File: src/rtl/oamsc_pkg.sv
package oamsc_pkg;

    localparam int NUM_ROWS  = 20;
    localparam int ROW_AW    = $clog2(NUM_ROWS);
    localparam int ROW_BITS  = 64;
    localparam int RW_LO_ROW = 4;
    localparam int RW_HI_ROW = 19;

    localparam logic [7:0] REGION_HI  = 8'hFE;
    localparam logic [7:0] STORE_LIM  = 8'hA0;
    localparam logic [7:0] BYTE_OPEN  = 8'hFF;

    localparam logic [1:0] ACT_READ    = 2'd0;
    localparam logic [1:0] ACT_WRITE   = 2'd1;
    localparam logic [1:0] ACT_CORRUPT = 2'd2;

    localparam logic [1:0] KIND_WRITE = 2'd0;
    localparam logic [1:0] KIND_READ  = 2'd1;
    localparam logic [1:0] KIND_RW    = 2'd2;

    typedef enum logic [2:0] {
        OP_NOP,
        OP_READ,
        OP_WRITE,
        OP_CORR,
        OP_CORR_RW
    } t_op;

    typedef enum logic [1:0] {
        SLOT_M2,
        SLOT_M1,
        SLOT_CUR
    } t_slot;

    typedef struct packed {
        logic  latch;
        logic  rd_en;
        t_slot rd_slot;
        logic  wr_en;
        t_slot wr_slot;
        logic  out_load;
    } t_cmd;

    typedef struct packed {
        t_op in_op;
        t_op op;
    } t_status;

endpackage

File: src/rtl/oam_scan_corruption_store_unit.sv
// Sprite attribute store, 20 rows x 8 bytes, with the scan-time corruption rules.
// Input channel: i_valid / o_stall plus the item fields; a transaction is taken
// on a rising edge with i_valid high and o_stall low. Output channel: o_valid /
// i_stall with o_read_data and o_corrupted, one result per input transaction.
// Actions: byte read, byte write (0xFE00..0xFE9F), corruption event.
// One item is worked on at a time; the pace is set by the row store, which
// has separate read and write ports but is driven like a single port: one
// row read or written per cycle, never both, read data registered. The next
// transaction is taken the cycle after the result loads.
// The output register lets the next transaction be accepted while a result
// is still waiting; a new result is only loaded once the old one is taken,
// so a stalling receiver holds the block in its final step.
// Reset (synchronous, active low) empties the channels and marks every row
// unwritten; unwritten rows read as zero, so the store starts all zero with
// no clearing pass.
module oam_scan_corruption_store_unit
    import oamsc_pkg::*;
(
    input  logic        i_clk,
    input  logic        i_rst_n,
    input  logic        i_valid,
    output logic        o_stall,
    input  logic [1:0]  i_action,
    input  logic [15:0] i_address,
    input  logic [7:0]  i_write_data,
    input  logic [1:0]  i_corruption_kind,
    input  logic        i_in_oam_scan,
    input  logic [5:0]  i_sprites_scanned,
    output logic        o_valid,
    input  logic        i_stall,
    output logic [7:0]  o_read_data,
    output logic        o_corrupted
);

    // command and status between sequencer and datapath
    t_cmd    cmd;
    t_status status;

    // sequencer: decides the row read/write steps for each transaction
    oamsc_ctrl u_ctrl (
        .i_clk    (i_clk),
        .i_rst_n  (i_rst_n),
        .i_valid  (i_valid),
        .o_stall  (o_stall),
        .o_valid  (o_valid),
        .i_stall  (i_stall),
        .i_status (status),
        .o_cmd    (cmd)
    );

    // datapath: decode, row images, corruption rules, row store, result regs
    oamsc_dp u_dp (
        .i_clk             (i_clk),
        .i_rst_n           (i_rst_n),
        .i_action          (i_action),
        .i_address         (i_address),
        .i_write_data      (i_write_data),
        .i_corruption_kind (i_corruption_kind),
        .i_in_oam_scan     (i_in_oam_scan),
        .i_sprites_scanned (i_sprites_scanned),
        .i_cmd             (cmd),
        .o_status          (status),
        .o_read_data       (o_read_data),
        .o_corrupted       (o_corrupted)
    );

endmodule

File: src/rtl/oamsc_ram.sv
module oamsc_ram #(
    parameter int WIDTH = 64,
    parameter int DEPTH = 20
) (
    input  logic                     i_clk,
    input  logic                     i_wr_en,
    input  logic [$clog2(DEPTH)-1:0] i_wr_addr,
    input  logic [WIDTH-1:0]         i_wr_data,
    input  logic                     i_rd_en,
    input  logic [$clog2(DEPTH)-1:0] i_rd_addr,
    output logic [WIDTH-1:0]         o_rd_data
);

    logic [WIDTH-1:0] r_mem [DEPTH];
    logic [WIDTH-1:0] r_rd_data;

    always_ff @(posedge i_clk) begin
        if (i_wr_en) begin
            r_mem[i_wr_addr] <= i_wr_data;
        end
        if (i_rd_en) begin
            r_rd_data <= r_mem[i_rd_addr];
        end
    end

    assign o_rd_data = r_rd_data;

endmodule

File: src/rtl/oamsc_dp.sv
module oamsc_dp
    import oamsc_pkg::*;
(
    input  logic        i_clk,
    input  logic        i_rst_n,
    input  logic [1:0]  i_action,
    input  logic [15:0] i_address,
    input  logic [7:0]  i_write_data,
    input  logic [1:0]  i_corruption_kind,
    input  logic        i_in_oam_scan,
    input  logic [5:0]  i_sprites_scanned,
    input  t_cmd        i_cmd,
    output t_status     o_status,
    output logic [7:0]  o_read_data,
    output logic        o_corrupted
);

    // latched transaction
    t_op               r_op;
    logic [ROW_AW-1:0] r_row;
    logic [2:0]        r_byte;
    logic [7:0]        r_wdata;
    logic              r_kind_wr;

    // row images: scan row minus two, minus one, and the addressed row
    logic [ROW_BITS-1:0] r_m2, r_m1, r_cur;

    logic [NUM_ROWS-1:0] r_vld;
    logic                r_cap_en;
    t_slot               r_cap_slot;
    logic                r_cap_vld;

    logic [7:0] r_rd_data;
    logic       r_corr;

    logic                in_store, in_region, corr_ok, rw_range;
    logic [ROW_AW-1:0]   srow, in_row, rd_addr, wr_addr;
    t_op                 in_op;
    logic [ROW_BITS-1:0] ram_rdata, cap_data, wr_data, merged, p_row;
    logic [15:0]         p_w, wrule, rrule;

    // ---------------- item decode ----------------
    assign srow      = i_sprites_scanned[5:1];
    assign in_region = (i_address[15:8] == REGION_HI);
    assign in_store  = in_region && (i_address[7:0] < STORE_LIM);
    assign corr_ok   = i_in_oam_scan && in_region && (srow != '0)
                       && (srow < ROW_AW'(NUM_ROWS))
                       && ((i_corruption_kind == KIND_WRITE)
                           || (i_corruption_kind == KIND_READ)
                           || (i_corruption_kind == KIND_RW));
    assign rw_range  = (srow >= ROW_AW'(RW_LO_ROW)) && (srow < ROW_AW'(RW_HI_ROW));
    assign in_row    = (i_action == ACT_CORRUPT) ? srow : i_address[7:3];

    always_comb begin
        in_op = OP_NOP;
        unique case (i_action)
            ACT_READ:    if (in_store) in_op = OP_READ;
            ACT_WRITE:   if (in_store) in_op = OP_WRITE;
            ACT_CORRUPT: begin
                if (corr_ok) begin
                    in_op = (i_corruption_kind == KIND_RW && rw_range) ? OP_CORR_RW : OP_CORR;
                end
            end
            default:     in_op = OP_NOP;
        endcase
    end

    assign o_status.in_op = in_op;
    assign o_status.op    = r_op;

    // ---------------- row arithmetic ----------------
    assign p_w   = (r_m1[15:0] & (r_m2[15:0] | r_cur[15:0] | r_m1[47:32]))
                 | (r_m2[15:0] & r_cur[15:0] & r_m1[47:32]);
    assign p_row = {r_m1[63:16], p_w};
    assign wrule = ((r_cur[15:0] ^ r_m1[47:32]) & (r_m1[15:0] ^ r_m1[47:32])) ^ r_m1[47:32];
    assign rrule = r_m1[15:0] | (r_cur[15:0] & r_m1[47:32]);

    always_comb begin
        merged = r_cur;
        merged[{r_byte, 3'b000} +: 8] = r_wdata;
    end

    always_comb begin
        case (i_cmd.wr_slot)
            SLOT_M1: wr_data = p_row;
            SLOT_M2: wr_data = r_m1;
            default: begin
                if (r_op == OP_WRITE) begin
                    wr_data = merged;
                end else begin
                    wr_data = {r_m1[63:16], r_kind_wr ? wrule : rrule};
                end
            end
        endcase
    end

    function automatic logic [ROW_AW-1:0] slot_row(t_slot s, logic [ROW_AW-1:0] row);
        logic [ROW_AW-1:0] res;
        case (s)
            SLOT_M2: res = row - ROW_AW'(2);
            SLOT_M1: res = row - ROW_AW'(1);
            default: res = row;
        endcase
        return res;
    endfunction

    assign rd_addr = slot_row(i_cmd.rd_slot, r_row);
    assign wr_addr = slot_row(i_cmd.wr_slot, r_row);

    oamsc_ram #(
        .WIDTH(ROW_BITS),
        .DEPTH(NUM_ROWS)
    ) u_ram (
        .i_clk     (i_clk),
        .i_wr_en   (i_cmd.wr_en),
        .i_wr_addr (wr_addr),
        .i_wr_data (wr_data),
        .i_rd_en   (i_cmd.rd_en),
        .i_rd_addr (rd_addr),
        .o_rd_data (ram_rdata)
    );

    // rows never written since reset read as zero
    assign cap_data = r_cap_vld ? ram_rdata : '0;

    always_ff @(posedge i_clk) begin
        if (!i_rst_n) begin
            r_vld    <= '0;
            r_cap_en <= 1'b0;
            r_op     <= OP_NOP;
        end else begin
            r_cap_en <= i_cmd.rd_en;
            if (i_cmd.wr_en) begin
                r_vld[wr_addr] <= 1'b1;
            end
            if (i_cmd.latch) begin
                r_op <= in_op;
            end
        end
    end

    always_ff @(posedge i_clk) begin
        r_cap_slot <= i_cmd.rd_slot;
        r_cap_vld  <= r_vld[rd_addr];
        if (i_cmd.latch) begin
            r_row     <= in_row;
            r_byte    <= i_address[2:0];
            r_wdata   <= i_write_data;
            r_kind_wr <= (i_corruption_kind == KIND_WRITE);
        end
        if (r_cap_en) begin
            case (r_cap_slot)
                SLOT_M2: r_m2  <= cap_data;
                SLOT_M1: r_m1  <= cap_data;
                default: r_cur <= cap_data;
            endcase
        end else if (i_cmd.wr_en && i_cmd.wr_slot == SLOT_M1) begin
            // read-write rule: the merged row lands in r-2, r-1 and r
            r_m1  <= p_row;
            r_cur <= p_row;
        end
        if (i_cmd.out_load) begin
            r_rd_data <= (r_op == OP_READ) ? r_cur[{r_byte, 3'b000} +: 8] : BYTE_OPEN;
            r_corr    <= (r_op == OP_CORR) || (r_op == OP_CORR_RW);
        end
    end

    assign o_read_data = r_rd_data;
    assign o_corrupted = r_corr;

    a_wr_in_range: assert property (@(posedge i_clk) disable iff (!i_rst_n)
        i_cmd.wr_en |-> (wr_addr < ROW_AW'(NUM_ROWS)))
        else $error("store write outside the row range");

    a_rd_in_range: assert property (@(posedge i_clk) disable iff (!i_rst_n)
        i_cmd.rd_en |-> (rd_addr < ROW_AW'(NUM_ROWS)))
        else $error("store read outside the row range");

    a_rw_row_floor: assert property (@(posedge i_clk) disable iff (!i_rst_n)
        (i_cmd.wr_en && i_cmd.wr_slot == SLOT_M2) |-> (r_row >= ROW_AW'(RW_LO_ROW)))
        else $error("read-write copy below its row window");

endmodule

File: src/rtl/oamsc_ctrl.sv
module oamsc_ctrl
    import oamsc_pkg::*;
(
    input  logic    i_clk,
    input  logic    i_rst_n,
    input  logic    i_valid,
    output logic    o_stall,
    output logic    o_valid,
    input  logic    i_stall,
    input  t_status i_status,
    output t_cmd    o_cmd
);

    typedef enum logic [3:0] {
        S_IDLE,
        S_RD_M2,
        S_RD_M1,
        S_RD_CUR,
        S_CAP,
        S_RW_WR1,
        S_RW_WR2,
        S_WR_CUR,
        S_DONE
    } t_state;

    t_state r_state, n_state;
    logic   r_valid, n_valid;
    logic   accept, load;

    assign accept = i_valid && (r_state == S_IDLE);
    assign load   = (r_state == S_DONE) && (!r_valid || !i_stall);

    always_comb begin
        n_state = r_state;
        unique case (r_state)
            S_IDLE: begin
                if (i_valid) begin
                    unique case (i_status.in_op)
                        OP_READ, OP_WRITE: n_state = S_RD_CUR;
                        OP_CORR:           n_state = S_RD_M1;
                        OP_CORR_RW:        n_state = S_RD_M2;
                        default:           n_state = S_DONE;
                    endcase
                end
            end
            S_RD_M2:  n_state = S_RD_M1;
            S_RD_M1:  n_state = S_RD_CUR;
            S_RD_CUR: n_state = S_CAP;
            S_CAP: begin
                unique case (i_status.op)
                    OP_READ:    n_state = S_DONE;
                    OP_CORR_RW: n_state = S_RW_WR1;
                    default:    n_state = S_WR_CUR;
                endcase
            end
            S_RW_WR1: n_state = S_RW_WR2;
            S_RW_WR2: n_state = S_WR_CUR;
            S_WR_CUR: n_state = S_DONE;
            S_DONE:   if (load) n_state = S_IDLE;
            default:  n_state = S_IDLE;
        endcase
    end

    assign n_valid = load || (r_valid && i_stall);

    always_comb begin
        o_cmd          = '0;
        o_cmd.rd_slot  = SLOT_CUR;
        o_cmd.wr_slot  = SLOT_CUR;
        o_cmd.latch    = accept;
        o_cmd.out_load = load;
        unique case (r_state)
            S_RD_M2: begin
                o_cmd.rd_en   = 1'b1;
                o_cmd.rd_slot = SLOT_M2;
            end
            S_RD_M1: begin
                o_cmd.rd_en   = 1'b1;
                o_cmd.rd_slot = SLOT_M1;
            end
            S_RD_CUR: o_cmd.rd_en = 1'b1;
            S_RW_WR1: begin
                o_cmd.wr_en   = 1'b1;
                o_cmd.wr_slot = SLOT_M1;
            end
            S_RW_WR2: begin
                o_cmd.wr_en   = 1'b1;
                o_cmd.wr_slot = SLOT_M2;
            end
            S_WR_CUR: o_cmd.wr_en = 1'b1;
            default:  o_cmd.rd_en = 1'b0;
        endcase
    end

    always_ff @(posedge i_clk) begin
        if (!i_rst_n) begin
            r_state <= S_IDLE;
            r_valid <= 1'b0;
        end else begin
            r_state <= n_state;
            r_valid <= n_valid;
        end
    end

    assign o_stall = (r_state != S_IDLE);
    assign o_valid = r_valid;

    a_no_rd_wr: assert property (@(posedge i_clk) disable iff (!i_rst_n)
        !(o_cmd.rd_en && o_cmd.wr_en))
        else $error("store read and write issued together");

    a_nop_short: assert property (@(posedge i_clk) disable iff (!i_rst_n)
        (accept && i_status.in_op == OP_NOP) |=> (r_state == S_DONE))
        else $error("no-effect transaction took the long path");

    a_load_sets_valid: assert property (@(posedge i_clk) disable iff (!i_rst_n)
        load |=> (o_valid && r_state == S_IDLE))
        else $error("result load did not raise output valid");

endmodule
File: config.mk
export PLATFORM = sky130hd
export DESIGN_NAME = oam_scan_corruption_store_unit
export DESIGN_NICKNAME = d
export VERILOG_FILES = /design/src/rtl/oamsc_pkg.sv /design/src/rtl/oam_scan_corruption_store_unit.sv /design/src/rtl/oamsc_ram.sv /design/src/rtl/oamsc_dp.sv /design/src/rtl/oamsc_ctrl.sv
export SDC_FILE = /design/constraint.sdc
export NUM_CORES = 2
export LEC_CHECK = 0
export BUFFER_PORTS_ARGS = -buffer_cell sky130_fd_sc_hd__buf_4
export CORE_MARGIN = 4
export CORE_UTILIZATION = 40
export DETAILED_ROUTE_END_ITERATION = 8
export PLACE_DENSITY = 0.58
export SETUP_SLACK_MARGIN = 0.1
export SLEW_MARGIN = 40
export SYNTH_ARGS = -nofsm -noshare
export SYNTH_HDL_FRONTEND = slang
export SYNTH_HIERARCHICAL = 1
export SYNTH_SLANG_ARGS = --single-unit
File: constraint.sdc
create_clock -name i_clk -period 14.8 [get_ports i_clk]
set_input_delay 0.74 -clock i_clk [delete_from_list [all_inputs] [get_ports i_clk]]
set_output_delay 0.74 -clock i_clk [all_outputs]
set_load 0.005 [all_outputs]
---- Word-level counts from Yosys, hierarchy flattened ----
Memory sizes are Yosys's and may differ from the RTL's. A register that Yosys moved wholly into a read port is not among the register bits.
Index checks and enable logic that the tools add are counted.
storage, ports and cells
  bits in registers ....................... 202
  RAM bits ................................ 1280
  input bits .............................. 39
  output and inout bits ................... 11
  logic and storage cells ................. 143
  memories kept ........................... 1
memory list
  name              words  bits a word  rd ports  clocked after Yosys merged registers in  write ports  RTL line         text
  u_dp.u_ram.r_mem  20     64           1         1                                        1            oamsc_ram.sv:14  logic [WIDTH-1:0] r_mem [DEPTH];
cells by class
  add/subtract/negate cells ............... 3
  magnitude comparators ................... 7
  equality and inequality tests ........... 28
  shift-type cells ........................ 3
  multiplexer cells ....................... 34
  bitwise operators ....................... 13
  reduce and logical (&&, ||, !) cells .... 37
operators by type and width
  kind                      count
  $mux W64                  7
  $pmux W64 S2              1
  $and A16 B16 Y16          5
  $bwmux W64                1
  $or A16 B16 Y16           4
  $shift A8 B8 Y64 const A  1
  $shiftx A64 B7 Y8         1
  $shiftx A8 B8 Y64         1
  $xor A16 B16 Y16          3
  $pmux W4 S9               1
  $mux W16                  2
  $or A20 B20 Y20           1
  $pmux W5 S2               2
  $eq A4 B3 Y1 const B      4
  $eq A3 B2 Y1 const B      4
  $logic_and A1 B1 Y1       12
  $lt A5 B6 Y1 const B      2
  $pmux W4 S3               1
  $eq A2 B1 Y1 const B      5
  $logic_not A2 Y1          5
  $lt A5 B5 Y1 const B      2
  $reduce_and A2 Y1         5
  $pmux W3 S3               1
  $eq A4 B2 Y1 const B      2
  31 further kinds          52

---- Longest topological paths before layout ----
  word-level depth ........................ 12
  mapped depth ............................ 16
  gate-level depth less buffers ........... 10

---- Hierarchy ----
Netlist, hierarchy kept.
modules (own cells, without submodules)
  module      instances  cells an instance  area an instance (um^2)  seq. area each (um^2)
  oamsc_ram   1          2682               51076.5                  40358.7
  oamsc_dp    1          1060               11114.4                  5645.4
  oamsc_ctrl  1          57                 427.9                    100.1

---- Worst setup path after synthesis ----
Ideal clock, no wire load.
  path type ............................... register -> register
  start point ............................. register u_ctrl.r_state[1]
  end point ............................... register u_dp.u_ram.r_rd_data[0], in the netlist u_dp/u_ram/o_rd_data[0], read port of u_dp.u_ram.r_mem, enable pin
  setup time .............................. 567 ps
  arrival ................................. 5030 ps
  data required time ...................... 14233 ps
  path slack .............................. 9204 ps
  cell stages (with the launch flop) ...... 4
  path buffers ............................ 1
  clock period less this slack ............ 5596 ps
  cells stage by stage .................... dfxtp_1 > buf_2 > nor2_1 > nor3_1
RTL lines
  item                      RTL line           text
  start: declaration        oamsc_ctrl.sv:26   t_state r_state, n_state;
  start signal: assignment  oamsc_ctrl.sv:100  r_state <= n_state;
  end: declaration          oamsc_ram.sv:15    logic [WIDTH-1:0] r_rd_data;

==> metrics.csv <==
stage,metric,value,unit
status,status,finished clean,
timing,Pins Over Slew Limit,0,
placement,GPL Wtd Cong,0.816,
drt,DRC violations left,0,
timing,Slew @ Worst Pin,920,ps
clock_tree,root buf cell,clkbuf_16,
worst_setup_path,CP cell instances,"xor2_1, nand2_1, nor2b_4, xnor2_4, inv_8, buf_4, buf_12, buf_12, mux2_2, a211oi_1, nand3_1",
drt,first-pass iteration count of the detailed router,7,
clock_tree,clk buf depth,3,
die,total die area,163000,um2
yosys,Ys Warns,6,
drt,Vias,34900,
timing,final worst path period share,37.4,%
die,CORE AREA,155000,um2
yosys,Mapped Avg Cell Area,16.5,um2
die,row count,144,
worst_setup_path,critical path class,flop to flop,
layout,layout net count,4001,
yosys,Syn Nets,3863,
yosys,Synth area leaders,"edfxtp_1 73%, mux2i_1 8.2%, mux4_2 2.9%",
layout,"most common cell after layout, fill and taps aside",edfxtp_1,
pwr,P_leak,23.6,nW
worst_setup_path,worst path bufs/invs,4,
timing,count of final setup violators,0,
timing,Rel. slew slack,38.7,%
worst_setup_path,CP Capture Point,u_dp/u_ram/o_rd_data[22],
worst_setup_path,type of origin of the critical path,flop,
layout,area delta synth->final,14.2,%
die,# IOs,50,
timing,Worst Skew,61.4,ps
layout,layout cells sized above 1,16.6,%
timing,final worst setup slack,9260,ps
worst_setup_path,most frequent CP cell,buf_12,
grt,largest net degree at the start of global routing,106,
pwr,PwrDens,130,nW/um2
grt,initial antenna violation count,4,
worst_setup_path,CP arrival,6070,ps
worst_setup_path,Worst path depth,11,
yosys,Synth area leader,edfxtp_1,
layout,"commonest non-fill, non-tap cells in the layout","1514 x edfxtp_1, 513 x mux2i_1, 216 x nand2_1, 175 x buf_4, 172 x nand3_1",
clock_tree,CTS Buf Count,163,
worst_setup_path,Crit. Startpoint,u_ctrl/r_state[0],
die,Initial Util,40.5,%
yosys,dominant synthesized flop cell,edfxtp_1,
timing,Final Hold Viols,0,
yosys,post-synth top area share,72.6,%
worst_setup_path,"delay-heaviest family, CP",buffers and inverters,
timing,total negative slack,0,ps
yosys,ys async rst share,0,%
worst_setup_path,Worst path slowest cell,buf_4,
yosys,Netlist cell types,67,
placement,detailed placement HPWL,87000,um
timing,"Min Clock Period, post-route",5540,ps
yosys,Post-Syn Area,62600,um2
die,chip height,404,um
drt,DR vias/cell,5.70,
drt,final WL,167000,um
clock_tree,"Hold-fix buffers, CTS",0,
worst_setup_path,Crit Path Max Fanout,105,
placement,Post-Place Setup Slack,9160,ps
drt,Iter 0 DRT Violations,3619,
clock_tree,CTS clock-pin slew for the worst setup and hold paths,60,ps
yosys,gate count of the mapped netlist,3799,
placement,PortBufs,48,
clock_tree,Worst-Skew Late Latency,820,ps
worst_setup_path,FF-to-FF setup slack,9260,ps
worst_setup_path,R2R Path Start,u_ctrl/r_state[0],
worst_setup_path,worst r2r dst,u_dp/u_ram/o_rd_data[22],
worst_setup_path,"Largest stage delay, worst path",700,ps
grt,Global Route Usage Sum,20.1,%
grt,total congestion overflow,0,
yosys,sequential area share after synthesis,73.6,%
timing,RSZ-0062 raised after global routing,no,
grt,first-pass GRT wire length,238000,um
clock_tree,CTS sink count,1546,
hold_path,Hold Crit Class,primary input to flop,
run,Max Cap Violations,0,
pwr,peak supply drop,0.0000917,V
die,Die X,404,um
grt,vias in the first global route,33500,
timing,highest clock rate,0.181,GHz
layout,# fillers,13100,
clock_tree,Setup Buffers After CTS,0,
clock_tree,CTS H-tree lvls,4,
yosys,number of synthesized register bits,1546,
worst_setup_path,Crit. End Element,flop,
worst_setup_path,Reg2Reg Depth,11,
worst_setup_path,worst path required time,15340,ps
drt,routed len/inst,27.3,um
clock_tree,cts repair resizes,0,
clock_tree,CTS tree,built,
drt,Routed Antenna Nets,0,
yosys,number of flops mapped to enable cells by yosys,1514,
-- cell families after synthesis --
| kind of cell | Yosys count | share of synthesized area (%) |
|---|---|---|
| flip-flops | 1546 | 73.6 |
| AND/OR/NAND/NOR | 780 | 5.95 |
| multiplexers | 663 | 12.3 |
| AO/OA/AOI/OAI | 525 | 5.47 |
| buffers and inverters | 251 | 1.96 |
| adder cells (fa/ha/maj) | 25 | 0.500 |
| XOR/XNOR | 9 | 0.150 |
-- final cells by class --
| class | count | area (um2) | area share [%] |
|---|---|---|---|
| Sequential cell | 1546 | 46100 | 64.5 |
| Multi-Input combinational cell | 2002 | 15700 | 21.9 |
| Clock buffer | 200 | 4250 | 5.94 |
| Tap cell | 2044 | 2560 | 3.58 |
| Timing Repair Buffer | 196 | 1650 | 2.31 |
| Clock inverter | 104 | 1120 | 1.57 |
| Inverter | 28 | 113 | 0.158 |
| Antenna cell | 1 | 2.50 | 0.00350 |
-- through the flow --
stage / instances / util, % / power, mW / area, um2 / hold slack [ps]
3_5_place_dp: 5815 / 42.7 / 5.36 / 66100 / 453
6_report: 6121 / 46.2 / 9.32 / 71500 / 174
4_1_cts: 6119 / 46.2 / 9.40 / 71500 / 109
3_3_place_gp: 5811 / 42.5 / 5.35 / 65900 / 445
2_1_floorplan: 3799 / - / 5.20 / 62600 / 440
5_1_grt: 6120 / 46.2 / 9.61 / 71500 / 134
-- Yosys cell counts, drive strengths merged, types with 3 or more instances --
cell type	count
nand3b	9
or3	5
or2	9
nand4	19
clkbuf	109
nor2	174
nor3b	7
a21oi	140
dfxtp	32
o31a	3
a2111oi	10
o21ai	43
a21o	49
xnor2	6
and3	49
o211ai	21
nor4b	3
xor2	3
or3b	4
a211oi	55
nor3	43
ha	25
nor2b	17
buf	114
nand2	218
o22ai	66
a22oi	65
inv	26
mux2i	513
o31ai	10
mux2	70
nand3	172
a31oi	41
edfxtp	1514
o21a	14
mux4	80
nand2b	16
and2	28
-- power breakdown --
part / switching [mW] / internal [mW]
Combinational: 0.303 / 0.164
Clock: 1.74 / 2.32
Sequential: 0.0103 / 4.79
Total: 2.05 / 7.27
-- worst min path at each step --
stage | startpoint | endpoint | depth (start not counted) | slack (ps)
global placement | u_dp/r_vld[0] | u_dp/r_vld[0] | 1 | 450
floorplan | u_dp/r_vld[11] | u_dp/r_vld[11] | 1 | 440
global route | i_write_data[1] | u_dp/r_wdata[1] | 1 | 130
finish | i_write_data[1] | u_dp/r_wdata[1] | 1 | 170
detailed placement | u_dp/r_vld[12] | u_dp/r_vld[12] | 1 | 450
CTS | i_write_data[5] | u_dp/r_wdata[5] | 1 | 110
-- state kept, by name, summed over array words and instances, names as in the netlist, 5 cells and up --
signal and cells:
u_dp/o_read_data 8, u_dp/r_cur 64, u_dp/r_m1 64, u_dp/r_m2 16, u_dp/r_row 5, u_dp/r_vld 20
u_dp/r_wdata 8, u_dp/u_ram/o_rd_data 64, u_dp/u_ram/r_mem 1280
-- routing by layer --
layer / global-route usage (%) / wire length, um
met3: 3.01 / 11300
met1: 29.7 / 75100
met4: 5.53 / 3840
met5: 0 / 0
met2: 31.3 / 76700
Power figures use the tool's default switching activity.
